### config.mk
export PLATFORM = sky130hd
export DESIGN_NAME = animated_image_container_validator
export DESIGN_NICKNAME = d
export VERILOG_FILES = /design/src/aicv_pkg.sv /design/src/aicv_front.sv /design/src/aicv_back.sv /design/src/animated_image_container_validator.sv
export VERILOG_INCLUDE_DIRS = /design/src /design/src/src
export SDC_FILE = /design/constraint.sdc
export NUM_CORES = 2
export LEC_CHECK = 0
export BUFFER_PORTS_ARGS = -buffer_cell sky130_fd_sc_hd__clkbuf_2
export CORE_MARGIN = 2
export CORE_UTILIZATION = 29
export CTS_CLUSTER_SIZE = 28
export DETAILED_ROUTE_END_ITERATION = 16
export PLACE_DENSITY = 0.42
export SLEW_MARGIN = 15
export SYNTH_ARGS = -nofsm -noshare
export SYNTH_HDL_FRONTEND = slang
export SYNTH_SLANG_ARGS = --single-unit
### constraint.sdc
create_clock -name i_clk -period 13.71 [get_ports i_clk]
set_input_delay 3.4275 -clock i_clk [delete_from_list [all_inputs] [get_ports i_clk]]
set_output_delay 3.4275 -clock i_clk [all_outputs]
set_load 0.01 [all_outputs]
### src/animated_image_container_validator_assert.svh
// Assertion macros used by the validator back end.
`ifndef ANIMATED_IMAGE_CONTAINER_VALIDATOR_ASSERT_SVH
`define ANIMATED_IMAGE_CONTAINER_VALIDATOR_ASSERT_SVH
`ifndef ASSERT_OFF
// Antecedent implies consequent in the same cycle.
`define AICV_ASSERT_IMPL(lbl, clk, rst_n, ante, cons, msg) \
    lbl: assert property (@(posedge clk) disable iff (!rst_n) (ante) |-> (cons)) \
        else $error(msg);
// Antecedent implies consequent in the next cycle.
`define AICV_ASSERT_NEXT(lbl, clk, rst_n, ante, cons, msg) \
    lbl: assert property (@(posedge clk) disable iff (!rst_n) (ante) |=> (cons)) \
        else $error(msg);
`else
`define AICV_ASSERT_IMPL(lbl, clk, rst_n, ante, cons, msg)
`define AICV_ASSERT_NEXT(lbl, clk, rst_n, ante, cons, msg)
`endif
`endif

### src/aicv_pkg.sv
// ----------------------------------------------------------------------------
// aicv_pkg
// Types, codes and helper functions of the animated image container validator.
// ----------------------------------------------------------------------------
`timescale 1ns / 1ps
`default_nettype none
package aicv_pkg;

    localparam int LEN_BITS_DEFAULT = 32;

    localparam logic [15:0] YEAR_MIN_RESET = 16'd1987;
    localparam logic [15:0] YEAR_MAX_RESET = 16'd2020;

    localparam logic CFG_YEAR_MIN = 1'b0;
    localparam logic CFG_YEAR_MAX = 1'b1;

    localparam logic [31:0] MAGIC_CAFF = 32'h4646_4143;
    localparam logic [31:0] MAGIC_CIFF = 32'h4646_4943;
    localparam int FIXED_IMG_HDR = 36;
    localparam int HDR_BLOCK_LEN = 20;
    localparam int CREDITS_FIXED = 14;
    localparam int DURATION_LEN  = 8;

    localparam logic [1:0] KIND_NONE    = 2'd0;
    localparam logic [1:0] KIND_HEADER  = 2'd1;
    localparam logic [1:0] KIND_CREDITS = 2'd2;
    localparam logic [1:0] KIND_ANIM    = 2'd3;

    localparam logic [4:0] ERR_NONE      = 5'd0;
    localparam logic [4:0] ERR_HDR_ID    = 5'd1;
    localparam logic [4:0] ERR_HDR_MAGIC = 5'd2;
    localparam logic [4:0] ERR_HDR_LEN   = 5'd3;
    localparam logic [4:0] ERR_HDR_SIZE  = 5'd4;
    localparam logic [4:0] ERR_BLOCK_ID  = 5'd5;
    localparam logic [4:0] ERR_CREDITS2  = 5'd6;
    localparam logic [4:0] ERR_DATE      = 5'd7;
    localparam logic [4:0] ERR_BLOCK_LEN = 5'd8;
    localparam logic [4:0] ERR_IMG_MAGIC = 5'd9;
    localparam logic [4:0] ERR_IMG_SIZE  = 5'd10;
    localparam logic [4:0] ERR_CAPTION   = 5'd11;
    localparam logic [4:0] ERR_TAGS      = 5'd12;
    localparam logic [4:0] ERR_NO_CRED   = 5'd13;
    localparam logic [4:0] ERR_TRAILING  = 5'd14;
    localparam logic [4:0] ERR_EARLY_END = 5'd15;
    localparam logic [4:0] ERR_FIELD_BIG = 5'd16;

    typedef enum logic [4:0] {
        PH_HID, PH_HLEN, PH_HMAGIC, PH_HSIZE, PH_HNUM,
        PH_BID, PH_BLEN, PH_DATE, PH_CLEN, PH_CREATOR,
        PH_DUR, PH_CMAGIC, PH_CHS, PH_CCS, PH_CW, PH_CH,
        PH_CAPTION, PH_TAGS, PH_PIX, PH_DONE, PH_ENDED
    } t_phase;

    // One byte beat with the flags the front end derives from it.
    typedef struct packed {
        logic [7:0] data;
        logic       eof;
        logic       id_ok;
        logic       is_newline;
        logic       is_zero;
    } t_beat;

    typedef struct packed {
        logic [4:0] error_code;
        logic       finished_ok;
        logic       pixel_valid;
        logic [7:0] pixel_first;
        logic [7:0] pixel_second;
        logic [7:0] pixel_third;
        logic [1:0] block_kind;
    } t_result;

    // Number of bytes a phase assembles into one field, zero if none.
    function automatic logic [3:0] field_bytes(input t_phase ph);
        logic [3:0] n;
        case (ph)
            PH_HMAGIC, PH_CMAGIC: n = 4'd4;
            PH_DATE:              n = 4'd6;
            PH_HLEN, PH_HSIZE, PH_HNUM, PH_BLEN, PH_CLEN, PH_DUR,
            PH_CHS, PH_CCS, PH_CW, PH_CH: n = 4'd8;
            default:              n = 4'd0;
        endcase
        return n;
    endfunction

    function automatic logic date_ok(input logic [47:0] d, input logic [15:0] ymin,
                                     input logic [15:0] ymax);
        logic [15:0] yr;
        logic [7:0]  mo;
        logic [7:0]  dy;
        logic [7:0]  hr;
        logic [7:0]  mi;
        logic [7:0]  md;
        yr = d[15:0];
        mo = d[23:16];
        dy = d[31:24];
        hr = d[39:32];
        mi = d[47:40];
        md = 8'd31;
        if (mo == 8'd4 || mo == 8'd6 || mo == 8'd9 || mo == 8'd11) begin
            md = 8'd30;
        end else if (mo == 8'd2) begin
            md = (yr[1:0] == 2'b00) ? 8'd29 : 8'd28;
        end
        return (yr >= ymin) && (yr <= ymax) && (mo != 8'd0) && (mo <= 8'd12) &&
               (dy <= md) && (hr <= 8'd24) && (mi < 8'd60);
    endfunction

endpackage
`default_nettype wire

### src/aicv_front.sv
// ----------------------------------------------------------------------------
// aicv_front
// Accepts byte beats, tags them with byte classes and queues two of them.
// ----------------------------------------------------------------------------
`timescale 1ns / 1ps
`default_nettype none
module aicv_front (
    input  wire logic             i_clk,
    input  wire logic             i_rst_n,
    input  wire logic             i_valid,
    output logic                  o_ready,
    input  wire logic [7:0]       i_data_byte,
    input  wire logic             i_end_of_file,
    output logic                  o_valid,
    input  wire logic             i_ready,
    output aicv_pkg::t_beat       o_beat
);
    import aicv_pkg::*;

    t_beat      r_mem [0:1];
    logic       r_wp;
    logic       r_rp;
    logic [1:0] r_cnt;
    t_beat      w_beat;
    logic       w_push;
    logic       w_pop;

    assign o_ready = (r_cnt != 2'd2);
    assign o_valid = (r_cnt != 2'd0);
    assign o_beat  = r_mem[r_rp];
    assign w_push  = i_valid && o_ready;
    assign w_pop   = o_valid && i_ready;

    always_comb begin
        w_beat.data       = i_data_byte;
        w_beat.eof        = i_end_of_file;
        w_beat.id_ok      = (i_data_byte >= 8'd1) && (i_data_byte <= 8'd3);
        w_beat.is_newline = (i_data_byte == 8'h0A);
        w_beat.is_zero    = (i_data_byte == 8'h00);
    end

    always_ff @(posedge i_clk) begin
        if (w_push) begin
            r_mem[r_wp] <= w_beat;
        end
    end

    always_ff @(posedge i_clk) begin
        if (!i_rst_n) begin
            r_wp  <= 1'b0;
            r_rp  <= 1'b0;
            r_cnt <= 2'd0;
        end else begin
            if (w_push) begin
                r_wp <= ~r_wp;
            end
            if (w_pop) begin
                r_rp <= ~r_rp;
            end
            r_cnt <= r_cnt + {1'b0, w_push} - {1'b0, w_pop};
        end
    end

endmodule
`default_nettype wire

### src/aicv_back.sv
// ----------------------------------------------------------------------------
// aicv_back
// Parses queued beats against the container layout and registers one result
// per beat.
// ----------------------------------------------------------------------------
`timescale 1ns / 1ps
`default_nettype none
`include "animated_image_container_validator_assert.svh"
module aicv_back #(
    parameter int LEN_BITS = aicv_pkg::LEN_BITS_DEFAULT
) (
    input  wire logic             i_clk,
    input  wire logic             i_rst_n,
    input  wire logic [15:0]      i_year_min,
    input  wire logic [15:0]      i_year_max,
    input  wire logic             i_q_valid,
    output logic                  o_q_ready,
    input  aicv_pkg::t_beat       i_beat,
    output logic                  o_valid,
    input  wire logic             i_ready,
    output aicv_pkg::t_result     o_result
);
    import aicv_pkg::*;

    localparam int W    = LEN_BITS;
    localparam int AccW = 2 * LEN_BITS + 2;

    t_phase          r_phase, n_phase;
    logic [3:0]      r_cnt, n_cnt;
    logic [63:0]     r_asm, n_asm;
    logic [W-1:0]    r_region, n_region;
    logic [W-1:0]    r_blen, n_blen;
    logic [W-1:0]    r_hsize, n_hsize;
    logic [W-1:0]    r_csize, n_csize;
    logic [W+1:0]    r_w3, n_w3;
    logic [AccW-1:0] r_acc, n_acc;
    logic [W-1:0]    r_fcount, n_fcount;
    logic [W:0]      r_frames, n_frames;
    logic [W:0]      r_blocks, n_blocks;
    logic            r_credits, n_credits;
    logic [15:0]     r_hold, n_hold;
    logic [4:0]      r_err, n_err;
    logic [1:0]      r_id, n_id;
    logic            r_out_valid;
    t_result         r_out, n_out;

    logic            w_take;
    logic [63:0]     w_asm_or;
    logic [3:0]      w_cnt_inc;
    logic [3:0]      w_lim;
    logic            w_done;
    logic [W-1:0]    w_v;
    logic            w_over;
    logic [W-1:0]    w_reg_inc;
    logic [W+9:0]    w_prod;
    logic [AccW-1:0] w_acc_n;
    logic            w_end_cred;
    logic            w_end_anim;
    logic            w_loop;
    logic [1:0]      w_kind;
    logic            w_pv;
    logic [7:0]      w_p1, w_p2, w_p3;

    assign w_take    = i_q_valid && (!r_out_valid || i_ready);
    assign o_q_ready = w_take;
    assign o_valid   = r_out_valid;
    assign o_result  = r_out;

    assign w_asm_or  = r_asm | ({56'd0, i_beat.data} << {r_cnt[2:0], 3'b000});
    assign w_cnt_inc = r_cnt + 4'd1;
    assign w_lim     = field_bytes(r_phase);
    assign w_done    = (w_cnt_inc >= w_lim);
    assign w_v       = w_asm_or[W-1:0];
    assign w_over    = |(w_asm_or >> W);
    assign w_reg_inc = r_region + W'(1);
    // Height bytes are folded into 3*width*height one byte at a time.
    assign w_prod    = r_w3 * i_beat.data;
    assign w_acc_n   = r_acc + (AccW'(w_prod) << {r_cnt[2:0], 3'b000});

    always_comb begin
        n_phase   = r_phase;
        n_cnt     = r_cnt;
        n_asm     = r_asm;
        n_region  = r_region;
        n_blen    = r_blen;
        n_hsize   = r_hsize;
        n_csize   = r_csize;
        n_w3      = r_w3;
        n_acc     = r_acc;
        n_fcount  = r_fcount;
        n_frames  = r_frames;
        n_blocks  = r_blocks;
        n_credits = r_credits;
        n_hold    = r_hold;
        n_err     = r_err;
        n_id      = r_id;
        w_end_cred = 1'b0;
        w_end_anim = 1'b0;
        w_loop     = 1'b0;
        w_kind     = KIND_NONE;
        w_pv       = 1'b0;
        w_p1       = 8'd0;
        w_p2       = 8'd0;
        w_p3       = 8'd0;

        if (w_take && r_err == ERR_NONE) begin
            if (w_lim != 4'd0) begin
                n_asm = w_done ? 64'd0 : w_asm_or;
                n_cnt = w_done ? 4'd0 : w_cnt_inc;
            end
            case (r_phase)
                PH_HID: begin
                    w_kind = KIND_HEADER;
                    if (i_beat.data != 8'd1) n_err = ERR_HDR_ID;
                    else n_phase = PH_HLEN;
                end
                PH_HLEN: begin
                    w_kind = KIND_HEADER;
                    if (w_done) begin
                        n_blen  = w_v;
                        n_phase = PH_HMAGIC;
                        if (w_over) n_err = ERR_FIELD_BIG;
                    end
                end
                PH_HMAGIC: begin
                    w_kind = KIND_HEADER;
                    if (w_done) begin
                        if (w_asm_or[31:0] != MAGIC_CAFF) n_err = ERR_HDR_MAGIC;
                        else n_phase = PH_HSIZE;
                    end
                end
                PH_HSIZE: begin
                    w_kind = KIND_HEADER;
                    if (w_done) begin
                        n_hsize = w_v;
                        n_phase = PH_HNUM;
                        if (w_over) n_err = ERR_FIELD_BIG;
                    end
                end
                PH_HNUM: begin
                    w_kind = KIND_HEADER;
                    if (w_done) begin
                        if (w_over) begin
                            n_err = ERR_FIELD_BIG;
                        end else begin
                            n_fcount = w_v;
                            if (r_blen != W'(HDR_BLOCK_LEN)) n_err = ERR_HDR_LEN;
                            else if (r_hsize != W'(HDR_BLOCK_LEN)) n_err = ERR_HDR_SIZE;
                            else w_loop = 1'b1;
                        end
                    end
                end
                PH_BID: begin
                    if (!i_beat.id_ok) begin
                        n_err = ERR_BLOCK_ID;
                    end else if (i_beat.data[1:0] == KIND_CREDITS && r_credits) begin
                        n_err = ERR_CREDITS2;
                    end else begin
                        n_id    = i_beat.data[1:0];
                        w_kind  = i_beat.data[1:0];
                        n_phase = PH_BLEN;
                    end
                end
                PH_BLEN: begin
                    w_kind = r_id;
                    if (w_done) begin
                        n_blen = w_v;
                        if (w_over) begin
                            n_err = ERR_FIELD_BIG;
                        end else if (r_id == KIND_HEADER) begin
                            // An extra header-id block carries nothing.
                            if (w_v != W'(0)) begin
                                n_err = ERR_BLOCK_LEN;
                            end else begin
                                n_blocks = r_blocks + (W+1)'(1);
                                w_loop   = 1'b1;
                            end
                        end else if (r_id == KIND_CREDITS) begin
                            n_phase = PH_DATE;
                        end else begin
                            n_phase = PH_DUR;
                        end
                    end
                end
                PH_DATE: begin
                    w_kind = KIND_CREDITS;
                    if (w_done) begin
                        if (!date_ok(w_asm_or[47:0], i_year_min, i_year_max)) n_err = ERR_DATE;
                        else n_phase = PH_CLEN;
                    end
                end
                PH_CLEN: begin
                    w_kind = KIND_CREDITS;
                    if (w_done) begin
                        if (w_over) begin
                            n_err = ERR_FIELD_BIG;
                        end else begin
                            n_csize  = w_v;
                            n_region = W'(0);
                            if (w_v == W'(0)) w_end_cred = 1'b1;
                            else n_phase = PH_CREATOR;
                        end
                    end
                end
                PH_CREATOR: begin
                    w_kind   = KIND_CREDITS;
                    n_region = w_reg_inc;
                    if (w_reg_inc >= r_csize) w_end_cred = 1'b1;
                end
                PH_DUR: begin
                    w_kind = KIND_ANIM;
                    if (w_done) begin
                        if (w_over) begin
                            n_err = ERR_FIELD_BIG;
                        end else begin
                            n_region = W'(0);
                            n_phase  = PH_CMAGIC;
                        end
                    end
                end
                PH_CMAGIC: begin
                    w_kind   = KIND_ANIM;
                    n_region = w_reg_inc;
                    if (w_done) begin
                        if (w_asm_or[31:0] != MAGIC_CIFF) n_err = ERR_IMG_MAGIC;
                        else n_phase = PH_CHS;
                    end
                end
                PH_CHS, PH_CCS, PH_CW, PH_CH: begin
                    w_kind   = KIND_ANIM;
                    n_region = w_reg_inc;
                    if (r_phase == PH_CH) begin
                        n_acc = w_acc_n;
                    end
                    if (w_done) begin
                        if (w_over) begin
                            n_err = ERR_FIELD_BIG;
                        end else if (r_phase == PH_CHS) begin
                            n_hsize = w_v;
                            n_phase = PH_CCS;
                        end else if (r_phase == PH_CCS) begin
                            n_csize = w_v;
                            n_phase = PH_CW;
                        end else if (r_phase == PH_CW) begin
                            n_w3    = {2'b00, w_v} + {1'b0, w_v, 1'b0};
                            n_acc   = '0;
                            n_phase = PH_CH;
                        end else if (w_acc_n != AccW'(r_csize)) begin
                            n_err = ERR_IMG_SIZE;
                        end else if (r_hsize <= W'(FIXED_IMG_HDR)) begin
                            n_err = ERR_CAPTION;
                        end else begin
                            n_phase = PH_CAPTION;
                        end
                    end
                end
                PH_CAPTION: begin
                    w_kind   = KIND_ANIM;
                    n_region = w_reg_inc;
                    if (i_beat.is_newline) begin
                        if (w_reg_inc >= r_hsize) n_err = ERR_TAGS;
                        else n_phase = PH_TAGS;
                    end else if (w_reg_inc >= r_hsize) begin
                        n_err = ERR_CAPTION;
                    end
                end
                PH_TAGS: begin
                    w_kind   = KIND_ANIM;
                    n_region = w_reg_inc;
                    if (w_reg_inc >= r_hsize) begin
                        if (!i_beat.is_zero) begin
                            n_err = ERR_TAGS;
                        end else begin
                            n_region = W'(0);
                            n_cnt    = 4'd0;
                            n_hold   = 16'd0;
                            if (r_csize == W'(0)) w_end_anim = 1'b1;
                            else n_phase = PH_PIX;
                        end
                    end
                end
                PH_PIX: begin
                    w_kind   = KIND_ANIM;
                    n_region = w_reg_inc;
                    if (r_cnt == 4'd0) begin
                        n_hold = {8'd0, i_beat.data};
                        n_cnt  = 4'd1;
                    end else if (r_cnt == 4'd1) begin
                        n_hold = {i_beat.data, r_hold[7:0]};
                        n_cnt  = 4'd2;
                    end else begin
                        w_pv   = 1'b1;
                        w_p1   = i_beat.data;
                        w_p2   = r_hold[15:8];
                        w_p3   = r_hold[7:0];
                        n_hold = 16'd0;
                        n_cnt  = 4'd0;
                    end
                    if (w_reg_inc >= r_csize) w_end_anim = 1'b1;
                end
                default: begin
                    n_err = ERR_TRAILING;
                end
            endcase

            if (w_end_cred) begin
                if ({1'b0, r_blen} != {1'b0, n_csize} + (W+1)'(CREDITS_FIXED)) begin
                    n_err = ERR_BLOCK_LEN;
                end else begin
                    n_blocks  = r_blocks + (W+1)'(1);
                    n_credits = 1'b1;
                    w_loop    = 1'b1;
                end
            end
            if (w_end_anim) begin
                if ({2'b00, r_blen} !=
                    {2'b00, r_hsize} + {2'b00, r_csize} + (W+2)'(DURATION_LEN)) begin
                    n_err = ERR_BLOCK_LEN;
                end else begin
                    n_blocks = r_blocks + (W+1)'(1);
                    n_frames = r_frames + (W+1)'(1);
                    w_loop   = 1'b1;
                end
            end
            // The block scan ends after frame_count frames or frame_count+1 blocks.
            if (w_loop) begin
                if (n_frames >= {1'b0, n_fcount} || n_blocks > {1'b0, n_fcount}) begin
                    if (!n_credits) n_err = ERR_NO_CRED;
                    else n_phase = PH_DONE;
                end else begin
                    n_phase = PH_BID;
                end
            end
            if (n_err == ERR_NONE && i_beat.eof) begin
                if (n_phase == PH_DONE) n_phase = PH_ENDED;
                else n_err = ERR_EARLY_END;
            end
        end

        n_out.error_code  = n_err;
        n_out.finished_ok = (n_err == ERR_NONE) && (n_phase == PH_ENDED);
        if (n_err != ERR_NONE) begin
            n_out.pixel_valid  = 1'b0;
            n_out.pixel_first  = 8'd0;
            n_out.pixel_second = 8'd0;
            n_out.pixel_third  = 8'd0;
            n_out.block_kind   = KIND_NONE;
        end else begin
            n_out.pixel_valid  = w_pv;
            n_out.pixel_first  = w_p1;
            n_out.pixel_second = w_p2;
            n_out.pixel_third  = w_p3;
            n_out.block_kind   = w_kind;
        end
    end

    always_ff @(posedge i_clk) begin
        if (w_take) begin
            r_out <= n_out;
        end
    end

    always_ff @(posedge i_clk) begin
        if (!i_rst_n) begin
            r_phase     <= PH_HID;
            r_cnt       <= 4'd0;
            r_asm       <= 64'd0;
            r_region    <= '0;
            r_blen      <= '0;
            r_hsize     <= '0;
            r_csize     <= '0;
            r_w3        <= '0;
            r_acc       <= '0;
            r_fcount    <= '0;
            r_frames    <= '0;
            r_blocks    <= '0;
            r_credits   <= 1'b0;
            r_hold      <= 16'd0;
            r_err       <= ERR_NONE;
            r_id        <= KIND_NONE;
            r_out_valid <= 1'b0;
        end else begin
            r_phase     <= n_phase;
            r_cnt       <= n_cnt;
            r_asm       <= n_asm;
            r_region    <= n_region;
            r_blen      <= n_blen;
            r_hsize     <= n_hsize;
            r_csize     <= n_csize;
            r_w3        <= n_w3;
            r_acc       <= n_acc;
            r_fcount    <= n_fcount;
            r_frames    <= n_frames;
            r_blocks    <= n_blocks;
            r_credits   <= n_credits;
            r_hold      <= n_hold;
            r_err       <= n_err;
            r_id        <= n_id;
            r_out_valid <= w_take || (r_out_valid && !i_ready);
        end
    end

    `AICV_ASSERT_NEXT(a_err_sticky, i_clk, i_rst_n, r_err != ERR_NONE, r_err == $past(r_err), "error code changed after being set")
    `AICV_ASSERT_IMPL(a_pix_in_anim, i_clk, i_rst_n, r_out_valid && r_out.pixel_valid, r_out.block_kind == KIND_ANIM && r_out.error_code == ERR_NONE, "pixel outside an animation block")
    `AICV_ASSERT_IMPL(a_pix_count, i_clk, i_rst_n, r_phase == PH_PIX, r_cnt <= 4'd2, "pixel byte count out of range")
    `AICV_ASSERT_IMPL(a_ok_no_err, i_clk, i_rst_n, r_out_valid && r_out.finished_ok, r_phase == PH_ENDED && r_err == ERR_NONE, "finished without reaching the end state")

endmodule
`default_nettype wire

### src/animated_image_container_validator.sv
// ----------------------------------------------------------------------------
// animated_image_container_validator
// Byte-stream validator for a block-structured animated image container.
// ----------------------------------------------------------------------------
//  Channel   Direction  Handshake                   Payload
//  input     in         i_in_valid / o_in_ready     data_byte, end_of_file
//  result    out        o_out_valid / i_out_ready   error, finished, pixel, kind
//  config    in         i_cfg_we                    i_cfg_idx, i_cfg_data
//
//  One byte per clock is sustained while the result output is accepted; each
//  byte's result passes through the beat queue and then the output register.
//  The whole per-byte parse step is combinational logic in the back end.
//  Reset clears control state at once, not stored data; no clearing pass.
//  A two-beat queue buffers input beats while a result waits.
// ----------------------------------------------------------------------------
`timescale 1ns / 1ps
`default_nettype none
module animated_image_container_validator #(
    parameter int LEN_BITS = aicv_pkg::LEN_BITS_DEFAULT
) (
    input  wire logic        i_clk,
    input  wire logic        i_rst_n,
    input  wire logic        i_in_valid,
    output logic             o_in_ready,
    input  wire logic [7:0]  i_data_byte,
    input  wire logic        i_end_of_file,
    output logic             o_out_valid,
    input  wire logic        i_out_ready,
    output logic [4:0]       o_error_code,
    output logic             o_finished_ok,
    output logic             o_pixel_valid,
    output logic [7:0]       o_pixel_first,
    output logic [7:0]       o_pixel_second,
    output logic [7:0]       o_pixel_third,
    output logic [1:0]       o_block_kind,
    input  wire logic        i_cfg_we,
    input  wire logic        i_cfg_idx,
    input  wire logic [15:0] i_cfg_data
);
    import aicv_pkg::*;

    logic [15:0] r_year_min;
    logic [15:0] r_year_max;
    logic        w_q_valid;
    logic        w_q_ready;
    t_beat       w_beat;
    t_result     w_result;

    always_ff @(posedge i_clk) begin
        if (!i_rst_n) begin
            r_year_min <= YEAR_MIN_RESET;
            r_year_max <= YEAR_MAX_RESET;
        end else if (i_cfg_we) begin
            if (i_cfg_idx == CFG_YEAR_MIN) r_year_min <= i_cfg_data;
            else r_year_max <= i_cfg_data;
        end
    end

    aicv_front u_front (
        .i_clk        (i_clk),
        .i_rst_n      (i_rst_n),
        .i_valid      (i_in_valid),
        .o_ready      (o_in_ready),
        .i_data_byte  (i_data_byte),
        .i_end_of_file(i_end_of_file),
        .o_valid      (w_q_valid),
        .i_ready      (w_q_ready),
        .o_beat       (w_beat)
    );

    aicv_back #(
        .LEN_BITS(LEN_BITS)
    ) u_back (
        .i_clk     (i_clk),
        .i_rst_n   (i_rst_n),
        .i_year_min(r_year_min),
        .i_year_max(r_year_max),
        .i_q_valid (w_q_valid),
        .o_q_ready (w_q_ready),
        .i_beat    (w_beat),
        .o_valid   (o_out_valid),
        .i_ready   (i_out_ready),
        .o_result  (w_result)
    );

    assign o_error_code   = w_result.error_code;
    assign o_finished_ok  = w_result.finished_ok;
    assign o_pixel_valid  = w_result.pixel_valid;
    assign o_pixel_first  = w_result.pixel_first;
    assign o_pixel_second = w_result.pixel_second;
    assign o_pixel_third  = w_result.pixel_third;
    assign o_block_kind   = w_result.block_kind;

endmodule
`default_nettype wire
* Word level (Yosys, flattened, before mapping)
Memory sizes are Yosys's and may differ from the RTL's. A register that Yosys moved wholly into a read port is not among the register bits.
Index checks and enable logic that the tools add are counted.
** Word-level totals
- Input port bits :: 31
- Word-level logic and storage cells :: 363
- Output and inout port bits :: 35
- Latch bits :: 0
- Flip-flop bits (word level) :: 493
- ROM bits :: 48
- Memories kept :: 2
- Bits in writable memories :: 24
** Operators by class
- Bitwise operators :: 10
- Div/mod/pow operators :: 0
- Add/sub/neg operators :: 11
- Reduce and logical (&&, ||, !) cells :: 64
- Equal/unequal tests :: 48
- Magnitude comparators :: 14
- Multipliers :: 1
- Mux-type cells :: 181
- Shift operators :: 2
** Memory list
- (name not given) :: depth 16, width 3, read ports 1, clocked after Yosys merged registers in 1, wr ports 0, line aicv_pkg.sv:76 : case (ph)
- u_front.r_mem :: depth 2, width 12, read ports 1, clocked after Yosys merged registers in 1, wr ports 1, line aicv_front.sv:20 : t_beat r_mem [0:1];
** Operator list (count)
- two-way mux 32 bit :: 19
- two-way mux 33 bit :: 13
- two-way mux 5 bit :: 80
- two-way mux 66 bit :: 6
- one-hot mux 32 bit (2 select lines) :: 2
- one-hot mux 32 bit (3 select lines) :: 1
- adder 33 x 1 -> 33 bit (second input constant) :: 2
- adder 66 bit :: 1
- != test 66 x 32 -> 1 bit :: 1
- left shift 42 x 6 -> 66 bit :: 1
- one-hot mux 5 bit (13 select lines) :: 1
- >= comparator 32 bit :: 2
- logical NOT 32 bit :: 2
- two-way mux 16 bit :: 4
- two-way mux 64 bit :: 1
- != test 32 x 31 -> 1 bit (second input constant) :: 2
- != test 32 x 5 -> 1 bit (second input constant) :: 2
- OR 64 bit :: 1
- left shift 8 x 6 -> 64 bit :: 1
- one-hot mux 5 bit (12 select lines) :: 1
- multiplier 34 x 8 -> 42 bit :: 1
- == test 5 x 4 -> 1 bit (second input constant) :: 8
- two-way mux 8 bit :: 5
- adder 32 x 33 -> 34 bit :: 1
- 69 further kinds :: 173

* Longest topological paths before layout
- Depth after elaboration :: 31
- Mapped depth :: 55
- Mapped depth without buffers :: 50

* Cells and area by module
From an unflattened synthesis, not the netlist that was laid out.
** Second synthesis, totals
- Cell total of the unflattened synthesis :: 6380
- Area, all modules :: 49891.6 um^2
** Modules (own cells, without submodules)
- aicv_back :: instances 1, area an instance 47480.5 um^2, cells each 6175, sequential area each 9539.1 um^2
- animated_image_container_validator :: instances 1, area an instance 1276.2 um^2, cells each 136, sequential area each 640.6 um^2
- aicv_front :: instances 1, area an instance 1134.8 um^2, cells each 69, sequential area each 820.8 um^2

* Least setup slack after synthesis
OpenSTA, ideal clock, no wires.
- Path type :: register -> register
- Start point :: reg with a tool-made name
- End point :: reg u_back.r_out (netlist bit u_back.o_result[22]) (data pin)
- Library setup time :: 0.264 ns
- Stages on the path, launching flop included :: 51
- Slack :: 1.767 ns
- Arrival time :: 11.679 ns
- Path buffers :: 6
- Data required time :: 13.446 ns
- Clock period less this slack :: 11.943 ns
- Cells stage by stage :: dfxtp_1 > buf_4 > buf_2 > mux2_2 > clkbuf_1 > clkbuf_1 > nand2_1 > fa_1 > fa_1 > fa_1 > fa_1 > inv_1 > ha_1 > a21oi_1 > o211ai_1 > a221oi_1 > o2111ai_1 > a21oi_1 > [15 not listed] > o21ai_0 > o21ai_0 > o21ai_0 > xor2_1 > or3_1 > or4_1 > nor4_1 > and4b_1 > o311ai_0 > a211o_1 > nor4b_1 > nor2b_1 > a2bb2oi_2 > a31oi_1 > nor3_2 > nand4_1 > buf_2 > nor2_1
** RTL lines
- end signal: assignment :: line aicv_back.sv:359 : r_out <= n_out;
- end: declaration :: line aicv_back.sv:45 : t_result r_out, n_out;

==> flow_summary.yaml <==
outcome:
  outcome: "completed"
route:
  drc: 0
  drtIter0Drc: 3129
  ant_nets: 0
  drt-total-wl_um: 197000
  first_pass_iters: 6
  num_vias: 45800
  wire_per_inst_um: 23.1
  viasPerCell: 5.37
worst_setup_path:
  end_kind: "flop"
  path_max_fanout: 25
  critPathKind: "reg -> reg"
  crit_buf_inv: 4
  slowest_stage: "fa_1"
  crit_arrival_ps: 13200
  critPathRequiredTime_ps: 14120
  path_delay_family: "compound AO/OA/AOI/OAI gates"
  critPathMaxStageDelay_ps: 610
  critPathLaunchType: "flop"
clock_tree:
  cts_max_level: 3
  clk_pin_slew_ps: 60
  hold_buffers: 0
  clock_latency_ps: 700
  numCtsBuffers: 74
  cts_buffer_depth: 3
  clkSinkCount: 521
  cts.root.buffer_cell: "clkbuf_16"
  cts_tree: "done"
  cts_setup_buffers: 0
  post_cts_resized: 0
timing:
  holdWs_ps: 450
  worstMarginPinSlew_ps: 1070
  drv_slew: 0
  setup_violations: 0
  fmax_mhz: 78.2
  skew_ps: 44.2
  period_share_pct: 93.3
  fin_crit_ps: 12790
  rsz0062_at_grt: "false"
  hold_violations: 0
  relSlewSlack_pct: 27.0
  fin_ws_ps: 918
  finalSetupTns_ps: 0
die:
  rows: 151
  die_h_um: 417
  pin_count: 66
  die_w_um: 417
  core_area_um2: 169000
  die-area_um2: 174000
  initial_utilization_pct: 29.2
final_layout:
  fin_nets: 6883
  stdcell_count: 8536
  drive_gt1_share_pct: 7.09
  area_delta_synth_final_pct: 11.3
  n_fill_cell: 18100
synth:
  synth_area_um2: 49400
  yosys.cell_count.top_type: "nand2_1"
  avgSynthCellArea_um2: 7.79
  synth_top_area_cell: "dfxtp_1"
  synth_area_leaders: "dfxtp_1, ha_1, fa_1"
  ys_ff_latch: 521
  synth_warnings: 0
  synth_nets: 6968
  syn-instance-count: 6343
  synth-async-reset-ratio_pct: 0
  synth_top_area_share_pct: 18.8
  synthTopCellsByCount: "nand2_1, dfxtp_1, a21oi_1"
  synth_ff_type: "dfxtp_1"
  seq_area_frac_synth_pct: 22.2
  ys_types: 103
  synth-edff-count: 57
place:
  numPortBuffers: 65
  place_congestion: 0.938
  place_inst: 8400
  dp_slack_ps: 468
  dp_hpwl_um: 153000
grt:
  antenna_found_initial: 2
  grtUsageTotal_pct: 22.3
  grt_first_pass_wirelength_um: 296000
  grt_overflow: 0
  grt_pass1_vias: 45300
  grt_max_degree: 207
job:
  drv_cap: 0
worst_hold_path:
  hold_class: "reg -> reg"
pwr:
  ir_worst_vdd_uv: 100
  p_total_w: 0.00552
  p_per_area_nw_per_um2: 100
  p_leak_nw: 23.2
per-stage QoR:
stage	util (%)	cell area, um2
after floorplan	-	49400
after global placement	30.9	52400
after detailed placement	30.9	52400
after CTS	32.5	55000
after global routing	32.5	55000
final	32.5	55000
tightest hold or removal path, cell delays in order (launching register included):
cell and delay (ps):
dfxtp_1 310, nand2_1 50, a21oi_1 50
area by class of cell:
cell class | count | area, um2 | area share [%]
Clock inverter | 27 | 420 | 0.764
Clock buffer | 106 | 2170 | 3.95
Tap cell | 2218 | 2780 | 5.04
Inverter | 360 | 1350 | 2.46
Antenna cell | 3 | 7.51 | 0.0136
Timing Repair Buffer | 206 | 1420 | 2.58
Multi-Input combinational cell | 5095 | 35900 | 65.2
Sequential cell | 521 | 11000 | 20.0
layer usage:
| layer | wire length [um] | share of wire (%) | track usage [%] |
|---|---|---|---|
| met2 | 92200 | 47 | 37.5 |
| met1 | 90000 | 46 | 29.5 |
| met4 | 7640 | 3.9 | 8.00 |
| met5 | 13 | 0.0066 | 0 |
| met3 | 7570 | 3.8 | 2.20 |
flip-flops by register name, indices dropped and copies added, names as in the netlist, 4 cells and up, named ones only:
| signal | flops |
|---|---|
| u_back.r_blen | 32 |
| u_back.r_fcount | 32 |
| u_back.r_frames | 33 |
| r_year_min | 16 |
| u_back.r_acc | 66 |
| u_back.r_w3 | 34 |
| r_year_max | 16 |
| u_back.r_region | 32 |
| u_back.r_blocks | 33 |
| u_back.r_cnt | 4 |
| u_back.r_csize | 32 |
| u_front.r_mem | 24 |
| u_back.r_err | 5 |
| u_back.r_asm | 64 |
| u_back.r_hsize | 32 |
| u_back.r_phase | 5 |
| u_back.o_result | 33 |
| u_back.r_hold | 16 |
cell families (layout without fill, tap and decap cells):
group | after synthesis | in the layout | synth area share, %
DFF | 521 | 521 | 22.2
muxes | 79 | 79 | 1.69
adders and majority gates | 594 | 594 | 18.0
buffers and inverters | 727 | 699 | 5.61
xor gates and xnor gates | 400 | 400 | 7.14
and+or+nand+nor | 2448 | 2448 | 24.5
AOI/OAI and AO/OA | 1574 | 1574 | 20.8
other | 0 | 3 | 0
placed cells by master, fill, tap and decap left out, types with 18 or more instances in the layout:
cell       netlist  final
clkbuf_16        0     76
a22oi_1         60     60
a2111oi_0       19     18
o211ai_1        45     45
a211oi_1        49     48
nor4_1          74     69
nor3_1         138    137
nand3_1        147    146
nor3b_1         31     30
ha_1           399    399
o211a_1         97     97
o21bai_1        25     25
inv_1          356    356
xnor2_1        254    253
a21boi_0        69     69
nand2b_1        46     46
nor2b_1        145    145
and2_1         245    245
o22ai_1         25     25
a31oi_1         51     49
nand4_1        100    100
o21a_1          30     30
or2_2           25     25
nor2_1         420    416
clkbuf_2         1     64
a21oi_1        439    435
o21ai_0        337    337
and3_1          74     74
nand2_1        850    850
or3_1           56     55
a21o_1         149    149
edfxtp_1        57     57
fa_1           195    195
dfxtp_1        464    462
mux2i_1         54     54
xor2_1         144    144
buf_4            2    139
report_power, final:
part	total [W]	switching [W]	leakage [nW]	internal, W
Clock	0.00209	0.000842	1.26	0.00125
Combinational	0.00174	0.00123	17.7	0.000508
Sequential	0.00169	0.0000506	4.30	0.00164
final timing paths:
check        cells past startpoint  slack [ps]                                 to                          start
max                             51         920  u_back.o_result[22]$_SDFFCE_PP0P_                           flop
min                              2         450      u_back.r_asm[12]$_SDFFE_PN0P_  u_back.r_asm[12]$_SDFFE_PN0P_
max reg2reg                     51         920  u_back.o_result[22]$_SDFFCE_PP0P_                           flop
min reg2reg                      2         450      u_back.r_asm[12]$_SDFFE_PN0P_  u_back.r_asm[12]$_SDFFE_PN0P_
(Power assumes the default switching activity.)
